--- src/design/polyline_max_curvature_assert.svh ---
// Assertion macros shared by the curvature block.
// Each macro expects clk and arst_n in scope.
`ifndef POLYLINE_MAX_CURVATURE_ASSERT_SVH
`define POLYLINE_MAX_CURVATURE_ASSERT_SVH

// Condition must hold at every clock edge outside reset.
`define PMC_ASSERT(lbl, prop) \
	lbl: assert property (@(posedge clk) disable iff (!arst_n) (prop)) \
		else $error("pmc: assertion failed");

// Trigger implies condition on the following edge.
`define PMC_ASSERT_NEXT(lbl, trig, cond) \
	lbl: assert property (@(posedge clk) disable iff (!arst_n) (trig) |=> (cond)) \
		else $error("pmc: sequence assertion failed");

`endif

--- src/design/pmc_pkg.sv ---
`timescale 1ns / 1ps
package pmc_pkg;

	localparam int COORD_WIDTH_DEF = 24;
	localparam int CURV_FRAC_DEF   = 16;
	localparam int CFG_W           = 21;
	localparam int CURV_W          = 32;
	// 2 * 1000 mm/m, and the bits it needs
	localparam int CURV_SCALE      = 2000;
	localparam int SCALE_W         = 11;
	localparam int QUEUE_DEPTH     = 2;

	// command passed from front to back
	typedef struct packed {
		logic curv;      // compute curvature of this triple
		logic set_err;   // first and third points lie within the threshold
		logic last;      // close the path and emit a result
		logic two_kept;  // at least two points kept so far
	} cmd_flags_t;

	localparam int FLAGS_W = $bits(cmd_flags_t);

endpackage

--- src/design/pmc_front.sv ---
`timescale 1ns / 1ps
module pmc_front #(
	parameter int CW = pmc_pkg::COORD_WIDTH_DEF
) (
	input  logic                     clk,
	input  logic                     arst_n,
	input  logic                     push,
	output logic                     full,
	input  logic signed [CW-1:0]     x_coord,
	input  logic signed [CW-1:0]     y_coord,
	input  logic                     is_last,
	input  logic                     cfg_valid,
	output logic                     cfg_ready,
	input  logic [pmc_pkg::CFG_W-1:0] cfg_data,
	output logic                     cmd_push,
	input  logic                     cmd_full,
	output pmc_pkg::cmd_flags_t      cmd_flags,
	output logic [CW:0]              cmd_dxab,
	output logic [CW:0]              cmd_dyab,
	output logic [CW:0]              cmd_dxac,
	output logic [CW:0]              cmd_dyac,
	output logic [2*CW+2:0]          cmd_ab2,
	output logic [2*CW+2:0]          cmd_bc2,
	output logic [2*CW+2:0]          cmd_ac2
);
	import pmc_pkg::*;

	localparam int DW  = CW + 1;
	localparam int D2W = 2 * DW + 1;

	localparam logic [1:0] KEPT_NONE = 2'd0;
	localparam logic [1:0] KEPT_ONE  = 2'd1;
	localparam logic [1:0] KEPT_TWO  = 2'd2;

	typedef enum logic [1:0] {F_IDLE, F_BC, F_AC, F_DEC} fstate_t;

	fstate_t        state_q;
	logic [CFG_W-1:0] thr_q;
	logic [CW-1:0]  px_q, py_q;
	logic           last_q;
	logic [CW-1:0]  older_x_q, older_y_q, newer_x_q, newer_y_q;
	logic [1:0]     kept_q;
	logic [DW-1:0]  ab_dx_q, ab_dy_q;
	logic [D2W-1:0] ab2_q;
	logic [DW-1:0]  bdx_q, bdy_q, adx_q, ady_q;
	logic [2*DW-1:0] sqx_q, sqy_q;
	logic [D2W-1:0] bc2_q;

	logic [CW-1:0]   ref_x, ref_y;
	logic [DW-1:0]   diff_x, diff_y, mag_x, mag_y;
	logic [2*DW-1:0] sq_x, sq_y;
	logic [D2W-1:0]  d2, thr_ext;
	logic            drop, two, need, advance;
	cmd_flags_t      flags;

	assign cfg_ready = 1'b1;
	assign full      = (state_q != F_IDLE);

	// bc pass measures against the newer point, ac pass against the older one
	assign ref_x  = (state_q == F_BC) ? newer_x_q : older_x_q;
	assign ref_y  = (state_q == F_BC) ? newer_y_q : older_y_q;
	assign diff_x = {px_q[CW-1], px_q} - {ref_x[CW-1], ref_x};
	assign diff_y = {py_q[CW-1], py_q} - {ref_y[CW-1], ref_y};
	assign mag_x  = diff_x[DW-1] ? (~diff_x + 1'b1) : diff_x;
	assign mag_y  = diff_y[DW-1] ? (~diff_y + 1'b1) : diff_y;
	assign sq_x   = {{DW{1'b0}}, mag_x} * {{DW{1'b0}}, mag_x};
	assign sq_y   = {{DW{1'b0}}, mag_y} * {{DW{1'b0}}, mag_y};
	assign d2     = {1'b0, sqx_q} + {1'b0, sqy_q};
	assign thr_ext = D2W'(thr_q);

	always_comb begin
		two            = (kept_q == KEPT_TWO);
		drop           = (kept_q != KEPT_NONE) && (bc2_q <= thr_ext);
		flags.curv     = two && !drop && (d2 > thr_ext);
		flags.set_err  = two && !drop && (d2 <= thr_ext);
		flags.last     = last_q;
		flags.two_kept = two || ((kept_q == KEPT_ONE) && !drop);
		need           = flags.curv || flags.set_err || flags.last;
		advance        = (state_q == F_DEC) && !(need && cmd_full);
	end

	assign cmd_push  = (state_q == F_DEC) && need && !cmd_full;
	assign cmd_flags = flags;
	assign cmd_dxab  = ab_dx_q;
	assign cmd_dyab  = ab_dy_q;
	assign cmd_dxac  = adx_q;
	assign cmd_dyac  = ady_q;
	assign cmd_ab2   = ab2_q;
	assign cmd_bc2   = bc2_q;
	assign cmd_ac2   = d2;

	always_ff @(posedge clk or negedge arst_n) begin
		if (!arst_n) begin
			state_q <= F_IDLE;
			thr_q   <= '0;
			kept_q  <= KEPT_NONE;
		end else begin
			if (cfg_valid) begin
				thr_q <= cfg_data;
			end
			case (state_q)
				F_IDLE: begin
					if (push) begin
						state_q <= F_BC;
					end
				end
				F_BC: state_q <= F_AC;
				F_AC: state_q <= F_DEC;
				F_DEC: begin
					if (advance) begin
						state_q <= F_IDLE;
						if (last_q) begin
							kept_q <= KEPT_NONE;
						end else if (!drop && !two) begin
							kept_q <= kept_q + 1'b1;
						end
					end
				end
				default: state_q <= F_IDLE;
			endcase
		end
	end

	always_ff @(posedge clk) begin
		case (state_q)
			F_IDLE: begin
				if (push) begin
					px_q   <= x_coord;
					py_q   <= y_coord;
					last_q <= is_last;
				end
			end
			F_BC: begin
				bdx_q <= diff_x;
				bdy_q <= diff_y;
				sqx_q <= sq_x;
				sqy_q <= sq_y;
			end
			F_AC: begin
				bc2_q <= d2;
				adx_q <= diff_x;
				ady_q <= diff_y;
				sqx_q <= sq_x;
				sqy_q <= sq_y;
			end
			F_DEC: begin
				if (advance && !drop) begin
					older_x_q <= newer_x_q;
					older_y_q <= newer_y_q;
					newer_x_q <= px_q;
					newer_y_q <= py_q;
					ab_dx_q   <= bdx_q;
					ab_dy_q   <= bdy_q;
					ab2_q     <= bc2_q;
				end
			end
			default: ;
		endcase
	end

endmodule

--- config.mk ---
export PLATFORM = sky130hd
export DESIGN_NAME = pmc_front
export DESIGN_NICKNAME = d
export VERILOG_FILES = /design/src/design/polyline_max_curvature_assert.svh /design/src/design/pmc_pkg.sv /design/src/design/pmc_front.sv
export SDC_FILE = /design/constraint.sdc
export NUM_CORES = 2
export LEC_CHECK = 0
export BUFFER_PORTS_ARGS = -buffer_cell sky130_fd_sc_hd__buf_2
export CAP_MARGIN = 20
export CORE_MARGIN = 3
export CORE_UTILIZATION = 50
export CTS_CLUSTER_SIZE = 25
export DETAILED_ROUTE_END_ITERATION = 16
export GPL_TIMING_DRIVEN = 0
export PLACE_DENSITY = 0.67
export SLEW_MARGIN = 20
export SYNTH_ARGS = -nofsm -noshare
export SYNTH_HDL_FRONTEND = slang
export SYNTH_SLANG_ARGS = --single-unit
--- constraint.sdc ---
create_clock -name clk -period 30.8 [get_ports clk]
set_input_delay 6.16 -clock clk [delete_from_list [all_inputs] [get_ports clk]]
set_output_delay 6.16 -clock clk [all_outputs]
set_load 0.05 [all_outputs]
==> out/qor.yml <==
worst_setup_path:
  required_ns: 31.20
  start_kind: "flop"
  slowest_stage: "nor4b_1"
  path_buf_inv: 11
  path_delay_family: "adder cells"
  cpMostUsedCell: "fa_1"
  endpoint_kind: "flop"
  crit_fanout: 27
  crit_path_max_incr_delay_ns: 0.84
  path_class: "flop to flop"
  critPathArrivalTime_ns: 15.64
floorplan:
  die_h_um: 347
  row_count: 124
  start_util_pct: 50.6
  die_w_um: 347
  ioPinCount: 335
  core_sq_um: 115000
  die-area_sq_um: 120000
clock_tree:
  postCtsResizedCells: 0
  h-tree-depth: 2
  clockRootBuffer: "clkbuf_16"
  clockBufferDepth: 3
  clkTransAtPathRegs_ns: 0.06
  cts.sinks: 520
  postCtsSetupBuffers: 0
  cts_tree: "built"
  cts_buffers: 59
  clk_latency_ns: 0.68
  holdBufCountCts: 0
outcome:
  status: "finished clean"
placement:
  gp_congestion: 0.992
  dp_hpwl_um: 130000
  port_buffers: 333
layout:
  area_growth_pct: 10.4
  drive_above_1_share_pct: 8.63
  final_common_cell: "inv_1"
  nets: 7467
  fillCellCount: 10018
  final_cell_mix: "1256 x inv_1, 938 x fa_1, 509 x ha_1"
grt:
  grt_pass1_wl_um: 250000
  grt_max_degree: 60
  grt_pass1_vias: 43926
  overflow: 0
  grtUsageTotal_pct: 27.0
  antenna_found_initial: 6
route:
  vias_per_cell: 5.49
  ant_nets: 0
  drc: 0
  vias: 41208
  routed_wl_um: 159000
  firstDrtPassIters: 6
  wl_per_cell_um: 21.1
  drt_iter0_markers: 3566
timing:
  max_slew.worst_pin.slew_ns: 1.28
  timing.slew.headroom_pct: 13.8
  rsz0062_at_grt: "false"
  max_freq_mhz: 65.6
  setup_tns_ns: 0
  setup_violations: 0
  period_share_pct: 49.5
  period_minus_slack_ns: 15.24
  fin_worst_skew_ns: 0.0495
  hold_viol_final: 0
  slew_violations: 0
run:
  drv_cap: 0
yosys:
  synth_edf_count: 495
  synth_ff_type: "edfxtp_1"
  synth_cell_types: 91
  netlist_area_sq_um: 58100
  seq_area_frac_synth_pct: 26.6
  ys_async_sr_fraction_pct: 4.81
  yosysWarningCount: 0
  synth_area_per_cell_sq_um: 10.6
  syn_inst: 5498
  ys_seq_elements: 520
min_path:
  min_path_type: "flop to flop"
[Yosys cell counts (all sizes together) (21+ instances only)]
library cell / number / area share, %
and2: 28 / 0.30
ha: 512 / 11
o21bai: 23 / 0.30
xnor2: 152 / 2.3
xor2: 76 / 1.2
nor2: 439 / 2.8
mux2i: 50 / 0.86
dfrtp: 25 / 1.1
fa: 938 / 32
a211oi: 21 / 0.28
nand2b: 26 / 0.28
nand2: 425 / 2.8
inv: 1259 / 8.1
nand3: 46 / 0.40
a31oi: 23 / 0.25
edfxtp: 495 / 26
nand4: 38 / 0.41
clkbuf: 117 / 0.76
nor2b: 36 / 0.39
a21oi: 178 / 1.6
nor3: 36 / 0.31
a21o: 125 / 1.6
o21ai: 132 / 1.1
o21a: 27 / 0.35
[final cells by class]
| class | count | area [sq um] | share of cell area, % |
|---|---|---|---|
| Antenna cell | 1 | 2.50 | 0.00390 |
| Inverter | 1269 | 4760 | 7.42 |
| Multi-Input combinational cell | 3608 | 37700 | 58.7 |
| Buffer | 137 | 528 | 0.822 |
| Timing Repair Buffer | 347 | 1930 | 3.01 |
| Clock inverter | 37 | 347 | 0.540 |
| Sequential cell | 520 | 15500 | 24.1 |
| Tap cell | 1512 | 1890 | 2.95 |
| Clock buffer | 72 | 1560 | 2.42 |
[worst register-to-register path: cells and delay by family, from the launching register on]
family	cells	cell delay, ns
AOI/OAI and AO/OA	11	2.78
DFF	1	0.43
muxes	1	0.25
buffers and inverters	11	2.73
adders and majority gates	10	4.88
and+or+nand+nor	10	3.05
xor gates and xnor gates	2	0.86
[logic make-up (layout without fill, tap and decap cells)]
| group | Yosys count | count (layout) | synth area share (%) |
|---|---|---|---|
| other cells | 2 | 39 | 0.0129 |
| fa+ha+maj | 1450 | 1450 | 43.3 |
| buf+inv | 1406 | 1862 | 9.10 |
| simple gates | 1177 | 1177 | 9.06 |
| flops | 520 | 520 | 26.6 |
| xor+xnor | 228 | 228 | 3.45 |
| mux | 56 | 56 | 0.977 |
| compound gates | 659 | 659 | 7.44 |
[sequential cells by signal, summed over array words and instances, names as in the netlist, 25 cells and up]
name and cells:
cmd_dxac 25, cmd_dyab 25, cmd_dyac 25, bdx_q 25, cmd_dxab 25, cmd_bc2 51
bdy_q 25, cmd_ab2 51, sqy_q 49, sqx_q 49
[path summary, 6_finish.rpt]
check / start / end / slack [ns] / depth (start not counted)
min in group asynchronous: arst_n / kept_q[0] / 5.52 / 1
max in group asynchronous: arst_n / thr_q[10] / 24.84 / 1
min reg2reg: bdy_q[19] / cmd_dyab[19] / 0.41 / 0
max reg2reg: state_q[1] / sqy_q[48] / 15.56 / 45
max: state_q[1] / sqy_q[48] / 15.56 / 45
min: bdy_q[19] / cmd_dyab[19] / 0.41 / 0
[stage by stage]
step	setup slack [ns]	std cells	area, sq um	hold slack [ns]	util (%)
2_1_floorplan	17.81	5534	58300	0.400	-
3_3_place_gp	13.22	7379	61800	0.401	53.9
3_5_place_dp	15.80	7392	62300	0.405	54.2
4_1_cts	15.72	7501	64200	0.415	55.9
5_1_grt	14.76	7503	64200	0.420	55.9
6_report	15.56	7503	64200	0.412	55.9
[per-layer routing]
| metal | track usage [%] | wire length [um] | up-vias |
|---|---|---|---|
| li1 | - | - | 18339 |
| met1 | 37.6 | 65700 | 20765 |
| met2 | 42.4 | 71500 | 1811 |
| met3 | 6.21 | 16300 | 291 |
| met4 | 8.15 | 5070 | 2 |
| met5 | 0 | 13 | - |
Power is left out: the tool's default activity adds up to more than one toggle a clock period on the data nets, which glitch-free logic cannot reach.
