### config.mk
export PLATFORM = sky130hd
export DESIGN_NAME = pmc_fifo
export DESIGN_NICKNAME = d
export VERILOG_FILES = /design/src/design/polyline_max_curvature_assert.svh /design/src/design/pmc_pkg.sv /design/src/design/pmc_fifo.sv
export SDC_FILE = /design/constraint.sdc
export NUM_CORES = 1
export LEC_CHECK = 0
export ABC_AREA = 1
export BUFFER_PORTS_ARGS = -buffer_cell sky130_fd_sc_hd__buf_2
export CAP_MARGIN = 0
export CORE_MARGIN = 4
export CORE_UTILIZATION = 40
export DETAILED_ROUTE_END_ITERATION = 8
export PLACE_DENSITY_LB_ADDON = 0.3
export SYNTH_ARGS = -nofsm -noshare
export SYNTH_HDL_FRONTEND = slang
export SYNTH_SLANG_ARGS = --single-unit
### constraint.sdc
create_clock -name clk -period 1.5 [get_ports clk]
set_clock_uncertainty 0.05 [all_clocks]
set_input_delay 0.375 -clock clk [delete_from_list [all_inputs] [get_ports clk]]
set_output_delay 0.375 -clock clk [all_outputs]
set_load 0.02 [all_outputs]
### src/design/polyline_max_curvature_assert.svh
// Assertion macros shared by the curvature block.
// Each macro expects clk and arst_n in scope.
`ifndef POLYLINE_MAX_CURVATURE_ASSERT_SVH
`define POLYLINE_MAX_CURVATURE_ASSERT_SVH

// Condition must hold at every clock edge outside reset.
`define PMC_ASSERT(lbl, prop) \
	lbl: assert property (@(posedge clk) disable iff (!arst_n) (prop)) \
		else $error("pmc: assertion failed");

// Trigger implies condition on the following edge.
`define PMC_ASSERT_NEXT(lbl, trig, cond) \
	lbl: assert property (@(posedge clk) disable iff (!arst_n) (trig) |=> (cond)) \
		else $error("pmc: sequence assertion failed");

`endif

### src/design/pmc_pkg.sv
`timescale 1ns / 1ps
package pmc_pkg;

	localparam int COORD_WIDTH_DEF = 24;
	localparam int CURV_FRAC_DEF   = 16;
	localparam int CFG_W           = 21;
	localparam int CURV_W          = 32;
	// 2 * 1000 mm/m, and the bits it needs
	localparam int CURV_SCALE      = 2000;
	localparam int SCALE_W         = 11;
	localparam int QUEUE_DEPTH     = 2;

	// command passed from front to back
	typedef struct packed {
		logic curv;      // compute curvature of this triple
		logic set_err;   // first and third points lie within the threshold
		logic last;      // close the path and emit a result
		logic two_kept;  // at least two points kept so far
	} cmd_flags_t;

	localparam int FLAGS_W = $bits(cmd_flags_t);

endpackage

### src/design/pmc_fifo.sv
`timescale 1ns / 1ps
module pmc_fifo #(
	parameter int W     = 8,
	parameter int DEPTH = pmc_pkg::QUEUE_DEPTH
) (
	input  logic         clk,
	input  logic         arst_n,
	input  logic         wr_en,
	input  logic [W-1:0] wr_data,
	output logic         full,
	input  logic         rd_en,
	output logic [W-1:0] rd_data,
	output logic         empty
);
	import pmc_pkg::*;

	localparam int AW = (DEPTH > 1) ? $clog2(DEPTH) : 1;

	logic [W-1:0]  mem_q [DEPTH];
	logic [AW-1:0] wr_ptr_q;
	logic [AW-1:0] rd_ptr_q;
	logic [AW:0]   count_q;
	logic          do_wr;
	logic          do_rd;

	assign full    = (count_q == (AW+1)'(DEPTH));
	assign empty   = (count_q == '0);
	assign do_wr   = wr_en && !full;
	assign do_rd   = rd_en && !empty;
	assign rd_data = mem_q[rd_ptr_q];

	always_ff @(posedge clk) begin
		if (do_wr) begin
			mem_q[wr_ptr_q] <= wr_data;
		end
	end

	always_ff @(posedge clk or negedge arst_n) begin
		if (!arst_n) begin
			wr_ptr_q <= '0;
			rd_ptr_q <= '0;
			count_q  <= '0;
		end else begin
			if (do_wr) begin
				wr_ptr_q <= (wr_ptr_q == AW'(DEPTH - 1)) ? '0 : wr_ptr_q + 1'b1;
			end
			if (do_rd) begin
				rd_ptr_q <= (rd_ptr_q == AW'(DEPTH - 1)) ? '0 : rd_ptr_q + 1'b1;
			end
			if (do_wr && !do_rd) begin
				count_q <= count_q + 1'b1;
			end else if (do_rd && !do_wr) begin
				count_q <= count_q - 1'b1;
			end
		end
	end

endmodule

==> impl_results.md, run 1 <==
- Result of the run: finished, violations left
- Failing checks: negative setup slack
- Number of library cell types mapped by synthesis: 14
- Class of the most critical setup path: reg2out
- Most frequent cells in the layout: 17 x sky130_fd_sc_hd__nand2_1, 16 x sky130_fd_sc_hd__edfxtp_1, 14 x sky130_fd_sc_hd__nand2_2, 14 x sky130_fd_sc_hd__buf_6, 11 x sky130_fd_sc_hd__buf_2
- Core region area: 1940 µm²
- Internal power consumption: 1.69 mW
- Sequential area share after synthesis: 71.7%
- Clock Sink Count: 20
- Global placement routability congestion: 0.791
- Yosys warning total: 0
- Fmax achieved: 630 MHz
- Number of DRC markers in iteration 0: 20
- Clock share of power: 16.4%
- Post-synthesis net count: 86
- Setup repair after global routing missed its margin: yes
- Share of power burned in combinational logic: 51.3%
- Proportion of total power due to net switching: 37.3%
- Maximum clock path buffer count: 2
- Max-cap viol count: 0
- Worst hold slack: 0.202 ns
- Hold Fails Final Rpt: 0
- Total overflow reported by the global router: 0
- Worst-case setup margin in the final layout: -0.0874 ns
- Kind of end point of the critical path: output port
- Wire length of the first global-routing pass: 2470 µm
- Worst slew pin tran: 0.436 ns
- Top-level I/O count: 22
- Row count: 16
- Register share of total power: 32.3%
- Total wire length: 1650 µm
- Antenna violations before repair: 0
- Via count of the first global-routing pass: 547
- Clock-pin slew on the worst setup and hold paths: 0.12 ns
- Max VDD drop: 1.20 mV
- Overall power after layout: 2.69 mW
- Shortest clock period the worst path allows after layout: 1.59 ns
- CTS tree: yes
- Area of the mapped netlist: 810 µm²
- Vias/cell: 4.51
- Number of port buffers: 21
- Clock insertion delay at the later pin of the skew report: 0.30 ns
- Routed Antenna Nets: 0
- Full die area: 2810 µm²
- Post-DP HPWL: 1070 µm
- Diode insertion count for antenna repair: 0
- Root buf cell: sky130_fd_sc_hd__clkbuf_4
- Layout cells sized above 1: 54.3%
- Layout area overhead: 52.2%
- Vias post-DR: 595
- Data arrival, critical path: 1.16 ns
- Critical Path Start Type: flop
- Pwr per Cell Area: 2180 nW/µm²
- Worst-case headroom to the max-slew limit: 70.6%
- Largest net degree at the start of global routing: 13
- Final-report setup violation count: 10
- Max Slew Vio Count: 0
- Post-layout net count: 119
- Flops & latches, synth: 20
- Path type of the worst min-delay path: in2reg
- Horizontal extent of the die: 53.0 µm
- DRC: 0
- Number of H-tree levels: 1
- Cells after synthesis: 73
- Most frequent standard cell in the layout excluding fill and tap cells: sky130_fd_sc_hd__nand2_1
- 1st-pass router iterations: 3
- Synthesized area divided by synthesized cell count: 11.1 µm²
- Required time of the worst setup path: 1.07 ns
- Initial core utilization: 41.7%
- Wire length per cell after detailed routing: 12.5 µm
- Total leakage power: 0.541 nW
- Post-route clock period utilization: 106%
- Total global-route track usage: 13.1%
- Top fanout value on the critical path: 5
- CTS buffer count: 3
- Die outline height: 53.0 µm
- Net Switching: 1.00 mW
## kinds of logic after synthesis
logic type               share of synthesized area, %
AO/OA/AOI/OAI                                    1.24
buffers and inverters                            4.33
adder cells (fa/ha/maj)                          1.55
AND/OR/NAND/NOR                                  20.1
XOR/XNOR                                         1.08
flip-flops                                       71.7
## cell usage after synthesis (all sizes together)
master	instances	area, µm²
nor2	4	20.0
inv	8	30.0
nand3	1	5.00
buf	1	5.00
nand2	33	124
dfrtp	4	100
nand4	1	6.26
o21ai	2	10.0
edfxtp	16	480
xnor2	1	8.76
nand3b	1	7.51
ha	1	12.5
## repair_timing
item | 4_1_cts | 5_1_grt
hold endpoints to repair | 4 | 0
hold buffers | 1 | 0
setup buffers | 2 | 2
gates resized for setup | 26 | 28
setup endpoints to repair | 18 | 21
pin swaps | 2 | 9
## through the flow
step                worst slack, ns  util, %  cell area, µm²  setup TNS, ns  instances
CTS                         -0.0989     58.0            1130         -0.736        130
floorplan                    0.0510        -             810              0         73
global route                 -0.149     63.5            1230          -1.32        132
finish                      -0.0874     63.5            1230         -0.633        132
global placement           -0.00212     49.7             966        -0.0154        123
detailed placement          -0.0656     49.7             966         -0.524        123
## registers in the layout, indices dropped and copies added (netlist names)
signal / cells
mem_q: 16
wr_ptr_q: 1
count_q: 2
rd_ptr_q: 1
## metal layers
| layer | global-route usage (%) | wire, µm | vias to the layer above |
|---|---|---|---|
| met2 | 22.7 | 972 | 12 |
| met5 | 0 | 0 | - |
| li1 | - | - | 298 |
| met3 | 3.38 | 54 | 4 |
| met4 | 7.66 | 19 | 0 |
| met1 | 14.1 | 601 | 281 |
## power by group through the flow
| stage | registers (mW) | clock network (mW) | logic, mW |
|---|---|---|---|
| after floorplan | 0.837 | 0 | 0.576 |
| after global placement | 0.849 | 0 | 0.847 |
| after detailed placement | 0.856 | 0 | 0.870 |
| after CTS | 0.853 | 0.447 | 1.15 |
| after global routing | 0.887 | 0.483 | 1.50 |
| final | 0.868 | 0.441 | 1.38 |
## path summary, 6_finish.rpt
path / start / endpoint / slack [ns] / cells after the start
hold reg to reg: wr_ptr_q$_DFFE_PN0N_ / wr_ptr_q$_DFFE_PN0N_ / 0.48 / 2
min in group asynchronous: arst_n / wr_ptr_q$_DFFE_PN0N_ / 0.34 / 2
hold / removal: wr_data[2] / mem_q[0][2]$_DFFE_PP_ / 0.20 / 1
setup reg to reg: count_q[0]$_DFFE_PN0P_ / count_q[1]$_DFFE_PN0P_ / 0.09 / 7
setup / recovery: rd_ptr_q$_DFFE_PN0P_ / rd_data[6] / -0.09 / 4
max in group asynchronous: arst_n / rd_ptr_q$_DFFE_PN0P_ / 0.91 / 2
## critical path, stage by stage (launching register included)
cell,delay [ns]
sky130_fd_sc_hd__dfrtp_2,0.47
sky130_fd_sc_hd__buf_6,0.16
sky130_fd_sc_hd__nand2_2,0.06
sky130_fd_sc_hd__nand2_2,0.05
sky130_fd_sc_hd__buf_6,0.12
## final cells by class
cell class / instances / area [µm²]
inverters: 8 / 38.8
clock buffers: 3 / 22.5
clock inverters: 1 / 30.0
well taps: 27 / 33.8
fillers: 166 / 709
flip-flops and latches: 20 / 582
repair buffers: 29 / 245
multi-input cells: 44 / 280
No activity file was read; power rests on OpenSTA's default activity.
==> inputs of run 2 (changes only) <==
- CORE_ASPECT_RATIO: not set -> 0.7
==> run 2 against run 1 <==
  * The run still ends with negative setup slack left
  * Via count decreased by 0.34%
  * Sequential share of layout area increased by 0.49 points
  * Combinational power about the same
  * Flip-flop and latch count unchanged
  * Routed wire length decreased by 1.7%
  * Critical path depth unchanged
  * Count of clock-buffer cells in the layout unchanged
  * Global-route usage unchanged
  * Setup slack improved by 0.018 ns
  * Critical path type unchanged
  * Largest power group unchanged
==> impl_results.md, run 2 (synthesis results as in run 1) <==
- Result of the run: finished, violations left
- Failing checks: negative setup slack
- Critical Path Start Type: flop
- Antenna violations before repair: 0 (unchanged)
- Worst-case setup margin in the final layout: -0.0697 ns (+0.0177 ns)
- Area taken by multi-input logic gates: 280 µm² (unchanged)
- Number of DRC markers in iteration 0: 27 (+35%)
- Setup repair after global routing missed its margin: yes
- Slowest stage cell on the critical path: sky130_fd_sc_hd__dfrtp_2
- Routed Antenna Nets: 0 (unchanged)
- Root buf cell: sky130_fd_sc_hd__clkbuf_4
- DRC: 0 (unchanged)
- Core region area: 1890 µm² (-2.8%)
- Post-layout net count: 120 (+0.84%)
- Critical path cell sequence: buf_6 > nand2_4 > nand2_4 > buf_6
- Max VDD drop: 1.54 mV (+28%)
- Register with the highest flop count: mem_q
- Summed negative setup slack over all endpoints: -0.386 ns (+0.247 ns)
- Top-level I/O count: 22 (unchanged)
- Number of flip-flops in the largest register: 16 (unchanged)
- Class of the most critical setup path: reg2out
- Fmax achieved: 637 MHz (+1.1%)
- Data arrival, critical path: 1.14 ns (-0.02 ns)
- Path type of the worst min-delay path: in2reg
- Vias/cell: 4.63 (+2.8%)
- Max Slew Vio Count: 0 (unchanged)
- Worst-case headroom to the max-slew limit: 83.0% (+12 points)
- Filler Cells Inserted: 141 (-15%)
- Post-route clock period utilization: 105% (-1.2 points)
- Layout cells sized above 1: 58.5% (+4.2 points)
- Total leakage power: 0.544 nW (+0.51%)
- Footprint of the flip-flops and latches: 584 µm² (+0.43%)
- Total overflow reported by the global router: 0 (unchanged)
- Clock-pin slew on the worst setup and hold paths: 0.12 ns (about the same)
- Kind of end point of the critical path: output port
- Final standard cell area without fillers: 1220 µm² (-0.61%)
- Startpoint of the lowest-slack register-to-register path: count_q[0]$_DFFE_PN0P_
- Full die area: 2820 µm² (+0.42%)
- Horizontal extent of the die: 61.8 µm (+17%)
- Shortest clock period the worst path allows after layout: 1.57 ns (-0.0177 ns)
- Via count of the first global-routing pass: 574 (+4.9%)
- Clock insertion delay at the later pin of the skew report: 0.30 ns (about the same)
- Number of port buffers: 21 (unchanged)
- Wire length of the first global-routing pass: 2510 µm (+1.7%)
- Filler-free cell count of the finished design: 128 (-3.0%)
- Number of H-tree levels: 1 (unchanged)
- 1st-pass router iterations: 4 (+1)
- Required time of the worst setup path: 1.07 ns (about the same)
- Reg-to-reg setup timing slack: 0.06 ns (-0.03 ns)
- CTS tree: yes
- Post-DP HPWL: 1020 µm (-4.8%)
- Final-report setup violation count: 8 (-2)
- Row count: 13 (-3)
- FF-to-FF End: count_q[1]$_DFFE_PN0P_
- Diode insertion count for antenna repair: 0 (unchanged)
- Placed cell area: 960 µm² (-0.65%)
- Worst slew pin tran: 0.252 ns (-0.184 ns)
- Number of cells traversed by the worst hold path: 1 (unchanged)
- Hold path startpoint: wr_data[0]
- Total wire length: 1620 µm (-1.7%)
- Die outline height: 45.6 µm (-14%)
- Pwr per Cell Area: 2180 nW/µm² (about the same)
- Initial core utilization: 42.9% (+1.2 points)
- Pre-CTS worst setup slack: 0.0534 ns (+0.119 ns)
- Layout area overhead: 51.3%
- Total global-route track usage: 13.1% (unchanged)
- Most frequent cells in the layout: 16 x sky130_fd_sc_hd__nand2_2, 16 x sky130_fd_sc_hd__edfxtp_1, 15 x sky130_fd_sc_hd__nand2_1, 12 x sky130_fd_sc_hd__buf_6, 11 x sky130_fd_sc_hd__buf_2
- Maximum clock path buffer count: 2 (unchanged)
- Max stage delay on crit path: 0.46 ns (about the same)
- Largest net degree at the start of global routing: 13 (unchanged)
- Global placement routability congestion: 0.811 (+2.5%)
- Vias post-DR: 593 (-0.34%)
- Number of instances in the placed design: 118 (-4.1%)
- Worst Hold Path EP: mem_q[0][0]$_DFFE_PP_
- Wire length per cell after detailed routing: 12.6 µm (+1.4%)
- Hold Fails Final Rpt: 0 (unchanged)
- Clock Sink Count: 20 (unchanged)
- Largest registers: mem_q: 16 flops, count_q: 2 flops
- Max-cap viol count: 0 (unchanged)
- Top fanout value on the critical path: 5 (unchanged)
- Depth of the most critical reg-to-reg path: 7 (unchanged)
- CTS buffer count: 3 (unchanged)
run 2: cell types whose count changed in the layout (fill, tap and decap cells not counted), sizes merged:
| cell | before | now |
|---|---|---|
| buf | 28 | 29 |
| clkinvlp | 1 | 0 |
| inv | 6 | 7 |
run 2: repair_timing:
item | CTS | global route
setup buffers | 3 | 2
pin swaps | 7 | 6
endpoints found under the hold margin | 4 | 0
hold buffers | 1 | 0
endpoints found under the setup margin | 10 | 11
resized for setup | 32 | 23
run 2: final cells by class:
type                       count  share of cell area [%]
timing repair buffer          30                    20.0
tap                           22                    2.25
multi-input combinational     44                    22.9
clock buffer                   3                    1.84
sequential                    20                    47.7
inverter                       8                    2.86
clock inverter                 1                    2.45
run 2: how the worst max path moves through the flow:
stage	slack, ns	endpoint	depth (start not counted)	from
floorplan	0.05	count_q[1]$_DFFE_PN0P_	7	count_q[0]$_DFFE_PN0P_
global placement	0.06	count_q[1]$_DFFE_PN0P_	6	count_q[0]$_DFFE_PN0P_
detailed placement	0.05	count_q[1]$_DFFE_PN0P_	6	count_q[0]$_DFFE_PN0P_
CTS	-0.07	rd_data[1]	4	rd_ptr_q$_DFFE_PN0P_
global route	-0.13	rd_data[2]	4	rd_ptr_q$_DFFE_PN0P_
finish	-0.07	rd_data[2]	4	rd_ptr_q$_DFFE_PN0P_
run 2: stage by stage:
step | utilization, % | hold WS, ns | power, mW
global placement | 50.9 | 0.139 | 1.69
floorplan | - | 0.0294 | 1.41
global route | 64.9 | 0.171 | 2.84
finish | 64.9 | 0.202 | 2.67
detailed placement | 50.9 | 0.135 | 1.71
CTS | 60.2 | 0.196 | 2.46
run 2: where the power goes:
| part | switching, mW | total (mW) | internal [mW] |
|---|---|---|---|
| clock | 0.162 | 0.433 | 0.270 |
| combinational | 0.715 | 1.35 | 0.630 |
| sequential | 0.114 | 0.893 | 0.780 |
| total | 0.991 | 2.67 | 1.68 |
run 2: critical path: cells and delay by family, from the launching register on:
| family | cells | cell delay (ns) |
|---|---|---|
| buf+inv | 2 | 0.28 |
| simple gates | 2 | 0.11 |
| flops | 1 | 0.46 |
run 2: layer usage:
layer	track usage, %	up-vias	wire length [µm]
met2	19.8	16	851
met5	0	-	0
met3	5.95	4	87
li1	-	302	-
met1	16.3	271	651
met4	5.08	0	29
==> inputs of run 3 (changes only) <==
- ABC_AREA: 1 -> not set
==> run 3 against run 2 <==
  * The run still ends with negative setup slack left
  * Final cell count decreased by 21%
  * Synthesized cell count down 40%
  * Routed wire length fell by 18%
  * Largest cell class unchanged
==> impl_results.md, run 3 <==
- Vias post-DR: 464 (-22%)
- Die outline height: 45.0 µm (-1.4%)
- Max-cap viol count: 0 (unchanged)
- Total overflow reported by the global router: 0 (unchanged)
- Final-report setup violation count: 8 (unchanged)
- Core region area: 1850 µm² (-1.7%)
- Top fanout value on the critical path: 5 (unchanged)
- Critical path cell sequence: buf_6 > mux2_4 > buf_6
- Root buf cell: sky130_fd_sc_hd__clkbuf_4
- Hold Fails Final Rpt: 0 (unchanged)
- Result of the run: finished, violations left
- Startpoint of the lowest-slack register-to-register path: count_q[0]$_DFFE_PN0P_
- Post-layout net count: 93 (-23%)
- Wire length per cell after detailed routing: 13.2 µm (+4.3%)
- Largest net degree at the start of global routing: 12 (-1)
- Post-DP HPWL: 868 µm (-15%)
- Required time of the worst setup path: 1.07 ns (about the same)
- Total global-route track usage: 10.9% (-2.1 points)
- Global placement routability congestion: 0.666 (-18%)
- Register with the highest flop count: mem_q
- Max VDD drop: 1.33 mV (-13%)
- Failing checks: negative setup slack
- Sequential area share after synthesis: 74.2% (+2.5 points)
- Hold path startpoint: wr_data[2]
- Path type of the worst min-delay path: in2reg
- Shortest clock period the worst path allows after layout: 1.72 ns (+0.146 ns)
- Slowest stage cell on the critical path: sky130_fd_sc_hd__dfrtp_2
- Critical Path Start Type: flop
- Max Slew Vio Count: 0 (unchanged)
- Leading cell types by count after synthesis: 16 x sky130_fd_sc_hd__edfxtp_1, 6 x sky130_fd_sc_hd__mux2_1, 4 x sky130_fd_sc_hd__dfrtp_1
- Pwr per Cell Area: 2060 nW/µm² (-5.5%)
- Initial core utilization: 42.2% (-0.73 points)
- Post-route clock period utilization: 114% (+9.7 points)
- Wire length of the first global-routing pass: 2020 µm (-20%)
- Maximum clock path buffer count: 2 (unchanged)
- Most frequent cells in the layout: 16 x sky130_fd_sc_hd__edfxtp_1, 14 x sky130_fd_sc_hd__buf_6, 11 x sky130_fd_sc_hd__buf_2, 8 x sky130_fd_sc_hd__mux2_4, 6 x sky130_fd_sc_hd__buf_4
- Diode insertion count for antenna repair: 0 (unchanged)
- Kind of end point of the critical path: output port
- Util after Layout: 62.6% (-2.4 points)
- Full die area: 2740 µm² (-2.9%)
- Number of library cell types mapped by synthesis: 15 (+1)
- Top-level I/O count: 22 (unchanged)
- Area of the mapped netlist: 782 µm² (-3.4%)
- Cells after synthesis: 44 (-40%)
- Most frequent standard cell in the layout excluding fill and tap cells: sky130_fd_sc_hd__edfxtp_1
- Clock Sink Count: 20 (unchanged)
- Total leakage power: 0.503 nW (-7.5%)
- Layout area overhead: 48.3%
- CTS buffer count: 3 (unchanged)
- Max stage delay on crit path: 0.43 ns (-0.03 ns)
- Area share of the leading cell type in the synthesized netlist: 61.4% (+2.1 points)
- Depth of the most critical reg-to-reg path: 7 (unchanged)
- Flops & latches, synth: 20 (unchanged)
- Prevailing post-synth register cell: sky130_fd_sc_hd__edfxtp_1
- Largest registers: mem_q: 16 flops, count_q: 2 flops
- Worst path most repeated cell: sky130_fd_sc_hd__buf_6
- Worst slew pin tran: 0.191 ns (-0.0611 ns)
- Setup repair after global routing missed its margin: yes
- Vias/cell: 4.59 (-0.84%)
- Area taken by multi-input logic gates: 248 µm² (-12%)
- Pre-CTS worst setup slack: -0.0187 ns (-0.0721 ns)
- Synth area leader: sky130_fd_sc_hd__edfxtp_1
- CTS tree: yes
- Fmax achieved: 583 MHz (-8.5%)
- Number of H-tree levels: 1 (unchanged)
- Antenna violations before repair: 0 (unchanged)
- Yosys warning total: 0 (unchanged)
- 1st-pass router iterations: 4 (unchanged)
- Worst-case headroom to the max-slew limit: 87.3% (+4.3 points)
- Number of flip-flops in the largest register: 16 (unchanged)
- Layout cells sized above 1: 65.8% (+7.3 points)
- DRC: 0 (unchanged)
- Horizontal extent of the die: 60.8 µm (-1.5%)
- Number of DRC markers in iteration 0: 7 (-74%)
- Footprint of the flip-flops and latches: 583 µm² (-0.21%)
- Clock-pin slew on the worst setup and hold paths: 0.10 ns (-0.02 ns)
- Row count: 13 (unchanged)
- Via count of the first global-routing pass: 432 (-25%)
- Worst-case setup margin in the final layout: -0.216 ns (-0.146 ns)
- Number of port buffers: 21 (unchanged)
- Synthesized area divided by synthesized cell count: 17.8 µm² (+60%)
- Clock insertion delay at the later pin of the skew report: 0.29 ns (about the same)
- Number of cells traversed by the worst hold path: 1 (unchanged)
- Post-synthesis net count: 57 (-34%)
- Routed Antenna Nets: 0 (unchanged)
- EDFF count, synth: 16 (unchanged)
- Top cells by area, synth: sky130_fd_sc_hd__edfxtp_1 61%, sky130_fd_sc_hd__dfrtp_1 13%, sky130_fd_sc_hd__mux2_1 8.6%, sky130_fd_sc_hd__mux2_2 2.9%, sky130_fd_sc_hd__xnor2_1 2.2%
- Filler Cells Inserted: 138 (-2.1%)
- Most common cell in the synthesized netlist: sky130_fd_sc_hd__edfxtp_1
- Overall power after layout: 2.39 mW (-11%)
- First element of the critical path: rd_ptr_q$_DFFE_PN0P_
- Asr flop ratio synth: 20.0% (unchanged)
- Class of the most critical setup path: reg2out
- Data arrival, critical path: 1.29 ns (+0.15 ns)
- Total wire length: 1330 µm (-18%)
run 3: path summary, 6_finish.rpt:
kind                                               end  slack (ns)
worst max register to register  count_q[1]$_DFFE_PN0P_        0.10
min in group asynchronous       count_q[0]$_DFFE_PN0P_        0.36
worst min-delay path             mem_q[0][2]$_DFFE_PP_        0.21
worst max-delay path                        rd_data[2]       -0.22
max in group asynchronous         rd_ptr_q$_DFFE_PN0P_        0.91
worst min register to register    wr_ptr_q$_DFFE_PN0N_        0.47
run 3: through the flow:
stage	cell area [µm²]	setup TNS [ns]	std cells	hold WS, ns
finish	1160	-1.67	101	0.213
detailed placement	947	-0.0416	91	0.142
global route	1160	-2.24	101	0.184
floorplan	782	0	44	0.0294
global placement	947	0	91	0.139
CTS	1120	-1.75	100	0.200
run 3: what timing repair did:
item / 4_1_cts / 5_1_grt
setup buffers: 4 / 1
hold buffers: 1 / 0
pin swaps: 1 / 5
endpoints found under the setup margin: 10 / 11
resized for setup: 33 / 11
gates cloned: 0 / 0
endpoints found under the hold margin: 4 / 0
run 3: area by class of cell:
cell class / count / area share, %
Clock buffer: 3 / 1.94
Sequential cell: 20 / 50.3
Tap cell: 22 / 2.37
Clock inverter: 1 / 0.324
Multi-Input combinational cell: 21 / 21.4
Inverter: 2 / 0.647
Timing Repair Buffer: 32 / 23.1
run 3: metal layers:
| layer | GRT usage [%] | wire, µm | vias up |
|---|---|---|---|
| met5 | 0 | 0 | - |
| met4 | 6.49 | 34 | 0 |
| met3 | 4.29 | 43 | 4 |
| met2 | 15.8 | 694 | 10 |
| met1 | 13.9 | 560 | 222 |
| li1 | - | - | 228 |
run 3: logic make-up (layout without fill, tap and decap cells):
logic type	after synthesis	count (layout)	synth area share [%]
AO/OA/AOI/OAI	1	1	0.639
flip-flops	20	20	74.2
adder cells (fa/ha/maj)	1	1	1.60
buffers and inverters	3	38	1.60
XOR/XNOR	5	5	6.56
AND/OR/NAND/NOR	6	6	3.84
multiplexers	8	8	11.5
run 3: where the power goes:
group	internal, mW	leakage [nW]	switching, mW
combinational	0.729	0.294	0.530
clock	0.0969	0.0154	0.147
sequential	0.781	0.193	0.106
run 3: worst max-delay path: cells and delay by family, from the launching register on:
kind	cells	cell delay [ns]
flip-flops	1	0.43
buffers and inverters	2	0.27
multiplexers	1	0.30
